[src/design/spf_pkg.sv]
`default_nettype none

package spf_pkg;

    localparam int MAX_VALUES  = 32;
    localparam int MAX_RESULTS = 31;
    localparam int DATA_W      = 32;
    localparam int IDX_W       = (MAX_VALUES > 1) ? $clog2(MAX_VALUES) : 1;
    localparam int CNT_W       = $clog2(MAX_VALUES + 1);
    localparam int RES_W       = $clog2(MAX_RESULTS + 1);

    typedef logic signed [DATA_W-1:0] data_t;

    // Per-cycle command broadcast to every cell of the sorting chain
    typedef struct packed {
        logic  insert;   // place value into the sorted row
        logic  shift;    // drop cell 0, everything moves one place down
        data_t value;
    } cell_ctl_t;

endpackage

`default_nettype wire

[src/design/spf_sample_if.sv]
`default_nettype none

interface spf_sample_if;
    logic          valid;
    logic          ready;
    spf_pkg::data_t value;
    logic          last;

    modport source (output valid, output value, output last, input ready);
    modport sink   (input valid, input value, input last, output ready);
endinterface

`default_nettype wire

[src/design/spf_result_if.sv]
`default_nettype none

interface spf_result_if;
    logic           valid;
    logic           ready;
    spf_pkg::data_t low_value;
    spf_pkg::data_t high_value;
    logic           pair_found;
    logic           overflow;
    logic           run_end;

    modport source (output valid, output low_value, output high_value, output pair_found,
                    output overflow, output run_end, input ready);
    modport sink   (input valid, input low_value, input high_value, input pair_found,
                    input overflow, input run_end, output ready);
endinterface

`default_nettype wire

[src/design/sorted_pair_sum_finder_top.sv]
// Channel   Dir  Fields
// sample    in   value[31:0] signed, last
// result    out  low_value[31:0], high_value[31:0], pair_found, overflow, run_end
// cfg       in   cfg_wr_en, cfg_wr_data[31:0] (target sum)
//
// A value that is not last is taken while idle: the cell row inserts it in sorted place.
// The last value starts the pointer scan: one step per cycle unless a match stalls,
// over n-1 steps for n held values, then the final result; sample.ready is low throughout.
// Each step reads the low end at cell 0 and the high end through one mux into the row.
// A full output register stalls a matching step only when an earlier pair is still held,
// and holds back the final result until it drains.
// Reset clears the count, the overflow flag and the target; cell contents are not reset.
`default_nettype none

module sorted_pair_sum_finder_top (
    input  wire logic                clk,
    input  wire logic                rst_n,
    input  wire logic                cfg_wr_en,
    input  wire spf_pkg::data_t      cfg_wr_data,
    spf_sample_if.sink               sample,
    spf_result_if.source             result
);

    localparam logic ST_IDLE = 1'b0;
    localparam logic ST_SCAN = 1'b1;

    logic                      state_reg,  state_next;
    logic [spf_pkg::CNT_W-1:0] count_reg,  count_next;
    logic                      drop_reg,   drop_next;
    logic [spf_pkg::IDX_W-1:0] span_reg,   span_next;
    logic [spf_pkg::RES_W-1:0] emit_reg,   emit_next;
    logic                      pend_valid_reg, pend_valid_next;
    spf_pkg::data_t            pend_low_reg,   pend_low_next;
    spf_pkg::data_t            pend_high_reg,  pend_high_next;
    spf_pkg::data_t            target_reg;

    logic                      out_valid_reg, out_valid_next;
    spf_pkg::data_t            out_low_reg,   out_low_next;
    spf_pkg::data_t            out_high_reg,  out_high_next;
    logic                      out_found_reg, out_found_next;
    logic                      out_ovf_reg,   out_ovf_next;
    logic                      out_end_reg,   out_end_next;

    spf_pkg::cell_ctl_t        ctl;
    spf_pkg::data_t            low_v;
    spf_pkg::data_t            high_v;
    logic                      accept;
    logic                      room;
    logic [spf_pkg::CNT_W-1:0] count_after;
    logic signed [spf_pkg::DATA_W:0] pair_sum;
    logic signed [spf_pkg::DATA_W:0] target_ext;
    logic                      match;
    logic                      too_big;
    logic                      done;
    logic                      out_free;
    logic                      push;

    assign sample.ready = (state_reg == ST_IDLE);
    assign accept       = sample.valid && sample.ready;
    assign room         = (count_reg < spf_pkg::CNT_W'(spf_pkg::MAX_VALUES));
    assign count_after  = room ? count_reg + spf_pkg::CNT_W'(1) : count_reg;

    // full-width sum, no wrap
    assign pair_sum   = $signed({low_v[spf_pkg::DATA_W-1], low_v})
                      + $signed({high_v[spf_pkg::DATA_W-1], high_v});
    assign target_ext = $signed({target_reg[spf_pkg::DATA_W-1], target_reg});
    assign match      = (pair_sum == target_ext);
    assign too_big    = (pair_sum > target_ext);
    assign done       = (span_reg == '0) || (emit_reg == spf_pkg::RES_W'(spf_pkg::MAX_RESULTS));
    assign out_free   = !out_valid_reg || result.ready;

    spf_chain u_chain (
        .clk        (clk),
        .ctl        (ctl),
        .count      (count_reg),
        .rd_idx     (span_reg),
        .low_value  (low_v),
        .high_value (high_v)
    );

    always_comb
    begin
        state_next      = state_reg;
        count_next      = count_reg;
        drop_next       = drop_reg;
        span_next       = span_reg;
        emit_next       = emit_reg;
        pend_valid_next = pend_valid_reg;
        pend_low_next   = pend_low_reg;
        pend_high_next  = pend_high_reg;
        ctl.insert      = accept && room;
        ctl.shift       = 1'b0;
        ctl.value       = sample.value;
        push            = 1'b0;
        out_low_next    = out_low_reg;
        out_high_next   = out_high_reg;
        out_found_next  = out_found_reg;
        out_ovf_next    = out_ovf_reg;
        out_end_next    = out_end_reg;

        unique case (state_reg)
            ST_IDLE:
            begin
                if (accept)
                begin
                    count_next = count_after;
                    drop_next  = drop_reg || !room;
                    if (sample.last)
                    begin
                        state_next = ST_SCAN;
                        span_next  = spf_pkg::IDX_W'(count_after - spf_pkg::CNT_W'(1));
                        emit_next  = '0;
                    end
                end
            end
            ST_SCAN:
            begin
                if (!done)
                begin
                    // a match must first move the held pair out
                    if (!(match && pend_valid_reg && !out_free))
                    begin
                        span_next = span_reg - spf_pkg::IDX_W'(1);
                        if (match)
                        begin
                            if (pend_valid_reg)
                            begin
                                push           = 1'b1;
                                out_low_next   = pend_low_reg;
                                out_high_next  = pend_high_reg;
                                out_found_next = 1'b1;
                                out_ovf_next   = drop_reg;
                                out_end_next   = 1'b0;
                            end
                            pend_valid_next = 1'b1;
                            pend_low_next   = low_v;
                            pend_high_next  = high_v;
                            emit_next       = emit_reg + spf_pkg::RES_W'(1);
                            ctl.shift       = 1'b1;
                        end
                        else if (!too_big)
                        begin
                            ctl.shift = 1'b1;
                        end
                    end
                end
                else if (out_free)
                begin
                    push            = 1'b1;
                    out_low_next    = pend_valid_reg ? pend_low_reg  : '0;
                    out_high_next   = pend_valid_reg ? pend_high_reg : '0;
                    out_found_next  = pend_valid_reg;
                    out_ovf_next    = drop_reg;
                    out_end_next    = 1'b1;
                    pend_valid_next = 1'b0;
                    count_next      = '0;
                    drop_next       = 1'b0;
                    emit_next       = '0;
                    state_next      = ST_IDLE;
                end
            end
            default:
            begin
                state_next = ST_IDLE;
            end
        endcase

        if (push)
        begin
            out_valid_next = 1'b1;
        end
        else if (result.ready)
        begin
            out_valid_next = 1'b0;
        end
        else
        begin
            out_valid_next = out_valid_reg;
        end
    end

    always_ff @(posedge clk or negedge rst_n)
    begin
        if (!rst_n)
        begin
            state_reg      <= ST_IDLE;
            count_reg      <= '0;
            drop_reg       <= 1'b0;
            span_reg       <= '0;
            emit_reg       <= '0;
            pend_valid_reg <= 1'b0;
            target_reg     <= '0;
            out_valid_reg  <= 1'b0;
        end
        else
        begin
            state_reg      <= state_next;
            count_reg      <= count_next;
            drop_reg       <= drop_next;
            span_reg       <= span_next;
            emit_reg       <= emit_next;
            pend_valid_reg <= pend_valid_next;
            out_valid_reg  <= out_valid_next;
            if (cfg_wr_en)
            begin
                target_reg <= cfg_wr_data;
            end
        end
    end

    always_ff @(posedge clk)
    begin
        pend_low_reg  <= pend_low_next;
        pend_high_reg <= pend_high_next;
        out_low_reg   <= out_low_next;
        out_high_reg  <= out_high_next;
        out_found_reg <= out_found_next;
        out_ovf_reg   <= out_ovf_next;
        out_end_reg   <= out_end_next;
    end

    assign result.valid      = out_valid_reg;
    assign result.low_value  = out_low_reg;
    assign result.high_value = out_high_reg;
    assign result.pair_found = out_found_reg;
    assign result.overflow   = out_ovf_reg;
    assign result.run_end    = out_end_reg;

    a_idle_no_held_pair: assert property (@(posedge clk) disable iff (!rst_n)
        (state_reg == ST_IDLE) |-> !pend_valid_reg)
        else $error("held pair left over after scan");

    a_count_bound: assert property (@(posedge clk) disable iff (!rst_n)
        count_reg <= spf_pkg::CNT_W'(spf_pkg::MAX_VALUES))
        else $error("value count beyond capacity");

    a_no_match_ends_run: assert property (@(posedge clk) disable iff (!rst_n)
        (result.valid && !result.pair_found) |-> result.run_end)
        else $error("no-match result not marked as run end");

    a_scan_end_result: assert property (@(posedge clk) disable iff (!rst_n)
        ($past(state_reg) == ST_SCAN && state_reg == ST_IDLE) |-> (out_valid_reg && out_end_reg))
        else $error("scan finished without final result");

    a_emit_bound: assert property (@(posedge clk) disable iff (!rst_n)
        emit_reg <= spf_pkg::RES_W'(spf_pkg::MAX_RESULTS))
        else $error("too many pairs emitted");

endmodule

`default_nettype wire

[src/design/spf_cell.sv]
`default_nettype none

module spf_cell (
    input  wire logic              clk,
    input  wire spf_pkg::cell_ctl_t ctl,
    input  wire logic              empty,
    input  wire spf_pkg::data_t    left_value,
    input  wire logic              left_gt,
    input  wire spf_pkg::data_t    right_value,
    output logic                   gt,
    output spf_pkg::data_t         value
);

    spf_pkg::data_t value_reg;
    spf_pkg::data_t value_next;

    // empty cells count as +infinity so the new value lands at the end of the row
    assign gt    = empty || (value_reg > ctl.value);
    assign value = value_reg;

    always_comb
    begin
        value_next = value_reg;
        if (ctl.insert && gt)
        begin
            value_next = left_gt ? left_value : ctl.value;
        end
        else if (ctl.shift)
        begin
            value_next = right_value;
        end
    end

    always_ff @(posedge clk)
    begin
        value_reg <= value_next;
    end

endmodule

`default_nettype wire

[src/design/spf_chain.sv]
`default_nettype none

module spf_chain (
    input  wire logic                      clk,
    input  wire spf_pkg::cell_ctl_t        ctl,
    input  wire logic [spf_pkg::CNT_W-1:0] count,
    input  wire logic [spf_pkg::IDX_W-1:0] rd_idx,
    output spf_pkg::data_t                 low_value,
    output spf_pkg::data_t                 high_value
);

    spf_pkg::data_t cell_val [spf_pkg::MAX_VALUES];
    logic           cell_gt  [spf_pkg::MAX_VALUES];

    for (genvar i = 0; i < spf_pkg::MAX_VALUES; i++)
    begin : g_cell
        spf_pkg::data_t left_v;
        spf_pkg::data_t right_v;
        logic           left_g;
        logic           empty;

        assign empty = (spf_pkg::CNT_W'(i) >= count);

        if (i == 0)
        begin : g_first
            assign left_v = ctl.value;
            assign left_g = 1'b0;
        end
        else
        begin : g_mid
            assign left_v = cell_val[i-1];
            assign left_g = cell_gt[i-1];
        end

        if (i == spf_pkg::MAX_VALUES - 1)
        begin : g_end
            assign right_v = cell_val[i];
        end
        else
        begin : g_inner
            assign right_v = cell_val[i+1];
        end

        spf_cell u_cell (
            .clk         (clk),
            .ctl         (ctl),
            .empty       (empty),
            .left_value  (left_v),
            .left_gt     (left_g),
            .right_value (right_v),
            .gt          (cell_gt[i]),
            .value       (cell_val[i])
        );
    end

    assign low_value  = cell_val[0];
    assign high_value = cell_val[rd_idx];

endmodule

`default_nettype wire

[src/flat_wrapper.sv]
// flat-port wrapper written by rule: the top's interface ports become plain ports
module sorted_pair_sum_finder_top_flat 
  (clk, rst_n, cfg_wr_en, cfg_wr_data, sample_valid, sample_value, sample_last, sample_ready, result_valid, result_low_value, result_high_value, result_pair_found, result_overflow, result_run_end, result_ready);
  spf_sample_if sample_i ();
  spf_result_if result_i ();
  input  wire logic clk;
  input  wire logic rst_n;
  input  wire logic cfg_wr_en;
  input  wire spf_pkg::data_t cfg_wr_data;
  input wire logic [$bits(sample_i.valid)-1:0] sample_valid;
  input wire logic [$bits(sample_i.value)-1:0] sample_value;
  input wire logic [$bits(sample_i.last)-1:0] sample_last;
  output wire logic [$bits(sample_i.ready)-1:0] sample_ready;
  output wire logic [$bits(result_i.valid)-1:0] result_valid;
  output wire logic [$bits(result_i.low_value)-1:0] result_low_value;
  output wire logic [$bits(result_i.high_value)-1:0] result_high_value;
  output wire logic [$bits(result_i.pair_found)-1:0] result_pair_found;
  output wire logic [$bits(result_i.overflow)-1:0] result_overflow;
  output wire logic [$bits(result_i.run_end)-1:0] result_run_end;
  input wire logic [$bits(result_i.ready)-1:0] result_ready;
  assign sample_i.valid = sample_valid;
  assign sample_i.value = sample_value;
  assign sample_i.last = sample_last;
  assign sample_ready = sample_i.ready;
  assign result_valid = result_i.valid;
  assign result_low_value = result_i.low_value;
  assign result_high_value = result_i.high_value;
  assign result_pair_found = result_i.pair_found;
  assign result_overflow = result_i.overflow;
  assign result_run_end = result_i.run_end;
  assign result_i.ready = result_ready;
  sorted_pair_sum_finder_top u_core (.clk(clk), .rst_n(rst_n), .cfg_wr_en(cfg_wr_en), .cfg_wr_data(cfg_wr_data), .sample(sample_i), .result(result_i));
endmodule
[config.mk]
export PLATFORM = sky130hd
export DESIGN_NAME = sorted_pair_sum_finder_top_flat
export DESIGN_NICKNAME = d
export VERILOG_FILES = /design/src/design/spf_pkg.sv /design/src/design/spf_sample_if.sv /design/src/design/spf_result_if.sv /design/src/design/sorted_pair_sum_finder_top.sv /design/src/design/spf_cell.sv /design/src/design/spf_chain.sv /design/src/flat_wrapper.sv
export SDC_FILE = /design/constraint.sdc
export NUM_CORES = 2
export LEC_CHECK = 0
export BUFFER_PORTS_ARGS = -buffer_cell sky130_fd_sc_hd__buf_2
export CAP_MARGIN = 20
export CORE_MARGIN = 4
export CORE_UTILIZATION = 50
export DETAILED_ROUTE_END_ITERATION = 7
export PLACE_DENSITY = 0.77
export SLEW_MARGIN = 25
export SYNTH_ARGS = -nofsm -noshare
export SYNTH_HDL_FRONTEND = slang
export SYNTH_SLANG_ARGS = --single-unit
[constraint.sdc]
create_clock -name clk -period 18.6 [get_ports clk]
set_clock_uncertainty 0.1 [all_clocks]
set_input_delay 1.86 -clock clk [delete_from_list [all_inputs] [get_ports clk]]
set_output_delay 1.86 -clock clk [all_outputs]
set_load 0.01 [all_outputs]
==> qor.yml <==
htreeDepth: 4
cts_tree: "done"
yosysTopAreaCellShare_pct: 37.93
rsz0062_at_grt: "no"
ios: 139
fp-row-count: 156
cts_made_buffers: 139
synthArstFlopShare_pct: 4.308
synth_area_leaders: "edfxtp_1 38%, ha_1 15%, mux2i_1 8.0%, a21oi_1 6.8%, nor2_1 3.7%"
wirelength_microns: 310900
fmax_mhz: 94.04
die-area_sq_um: 189800
wl_per_cell_microns: 27.48
max_slew.worst_pin.slew_ps: 1195
final-hold-violation-count: 0
setup_viol: 0
die_w_microns: 435.7
cts_setup_buffers: 0
end_kind: "register"
r2r_slack_ps: 7970
grt_pass1_wl_microns: 464900
period_needed_ps: 10630
insertion_delay_ps: 830
critPathKind: "reg -> reg"
synth_flop_cell: "edfxtp_1"
core-area_sq_um: 181300
firstDrtPassIters: 8
grt_usage_pct: 31.59
area_growth_pct: 8.359
grt_pass1_vias: 73730
clock_sinks: 1207
required_ps: 18990
postRouteAntennaNets: 0
ys_warn_count: 0
synth.distinct_cells: 90
relSlewSlack_pct: 19.65
synth_nets: 10100
maxSlewViolCount: 0
postCtsHoldBufs: 0
io_buffers: 138
start_kind: "register"
arrival_ps: 11020
grt_max_degree: 96
syn_inst: 8963
syn_area_per_cell_sq_um: 10.20
largest_register_ffs: 1024
clk_path_buf_depth: 3
dp_hpwl_microns: 231400
status: "finished, final reports clean"
synth_edf_count: 1155
path_max_fanout: 36
cp_slowest_stage_delay_ps: 990
grt_overflow: 0
drt_iter0_drc: 10200
hold_class: "reg -> reg"
syn_area_sq_um: 91440
crit_top_cell: "buf_4"
die_height_microns: 435.7
antenna_found_initial: 16
place_congestion: 0.9747
initial_utilization_pct: 50.43
yosysSeqAreaShare_pct: 39.35
cap_violations: 0
drive_gt1_share_pct: 11.01
period_share_pct: 57.17
tns_ps: 0
root_buffer: "clkbuf_16"
cts.clk_slew.worst_paths_ps: 60
post_cts_resize_count: 0
vias: 77050
yosys.area.top_type: "edfxtp_1"
drc_errors: 0
ys_ff_latch: 1207
nets: 9967
viasPerCell: 6.810
critPathSlowestCell: "o31ai_1"
[cells by family after synthesis]
logic type / share of synthesized area (%)
fa+ha+maj: 14.58
mux: 15.42
xor+xnor: 0.3161
flops: 39.35
simple gates: 10.16
buf+inv: 3.247
compound gates: 16.93
[cell usage after synthesis, drive strengths merged, types with 11 or more instances]
library cell  count
edfxtp         1155
dfrtp            52
o211ai           15
or2              19
and4             23
o31ai            41
nor4             24
xnor2            25
mux4            128
clkbuf          444
nor2b           129
mux2i           728
a21oi          1237
nand4           221
and3             13
a31oi            41
nor3             62
o21a             57
nand2b           50
o21bai           11
a21o            404
a221oi           21
buf             146
o221ai           77
nand2           521
inv             158
ha             1064
o21ai           582
or3              16
nand3            43
o22ai            75
a211oi           15
nor2            896
mux2            349
[worst max-delay path: cells and delay by family, from the launching register on]
kind,cells,cell delay [ps]
simple gates,9,3040
flops,1,390
fa+ha+maj,3,1100
buf+inv,6,1950
compound gates,13,3610
[worst paths after layout]
kind / startpoint / end / cells past startpoint
setup / recovery: u_core.span_reg[2] / u_core.u_chain.g_cell[9].u_cell.value[6] / 31
hold / removal: u_core.emit_reg[4] / u_core.emit_reg[4] / 2
setup reg to reg: u_core.span_reg[2] / u_core.u_chain.g_cell[9].u_cell.value[6] / 31
hold reg to reg: u_core.emit_reg[4] / u_core.emit_reg[4] / 2
max in group asynchronous: rst_n / u_core.span_reg[1] / 2
min in group asynchronous: rst_n / u_core.target_reg[9] / 2
[area by class of cell]
type,count,area (sq um)
flip-flops and latches,1207,36000
diodes,3,7.507
inverters,158,595.6
repair buffers,318,2118
fillers,15390,82240
well taps,2370,2965
multi-input cells,7008,53070
clock buffers,173,3637
clock inverters,77,694.4
[layout by cell type, fill, tap and decap left out, types with 47 or more instances in the layout]
cell	instances
edfxtp_1	1155
o21ai_1	124
nand2b_1	47
nor2b_1	128
mux2_1	98
ha_1	1064
inv_1	134
clkinv_1	51
o21a_1	57
nand2_1	514
a21o_1	404
buf_2	138
buf_4	175
o221ai_1	76
a21oi_1	1229
mux2i_1	727
o22ai_1	73
mux2_2	251
nor3_1	60
nand4_1	221
dfrtp_1	47
nor2_1	890
mux4_2	128
clkbuf_16	140
o21ai_0	450
[routing by layer]
layer | wire length (microns) | part of all wire, % | global-route usage, %
met3 | 34260 | 11 | 6.749
met2 | 130800 | 42 | 45.99
met5 | 41 | 0.013 | 0
met4 | 19200 | 6.2 | 16.98
met1 | 126600 | 41 | 43.98
[stage by stage]
| stage | cells | setup slack [ps] | hold WS (ps) | util, % | area, sq um |
|---|---|---|---|---|---|
| after detailed placement | 11060 | 7638 | 383.1 | 52.20 | 94650 |
| after floorplan | 8963 | 5552 | 325.7 | - | 91440 |
| after global placement | 11060 | 7869 | 368.7 | 52.15 | 94550 |
| after global routing | 11310 | 7329 | 426.5 | 54.64 | 99080 |
| after CTS | 11310 | 7605 | 396.4 | 54.59 | 98980 |
| final | 11310 | 7966 | 400.3 | 54.65 | 99090 |
Power is left out: the tool's default activity adds up to more than one toggle a clock period on the data nets, which glitch-free logic cannot reach.
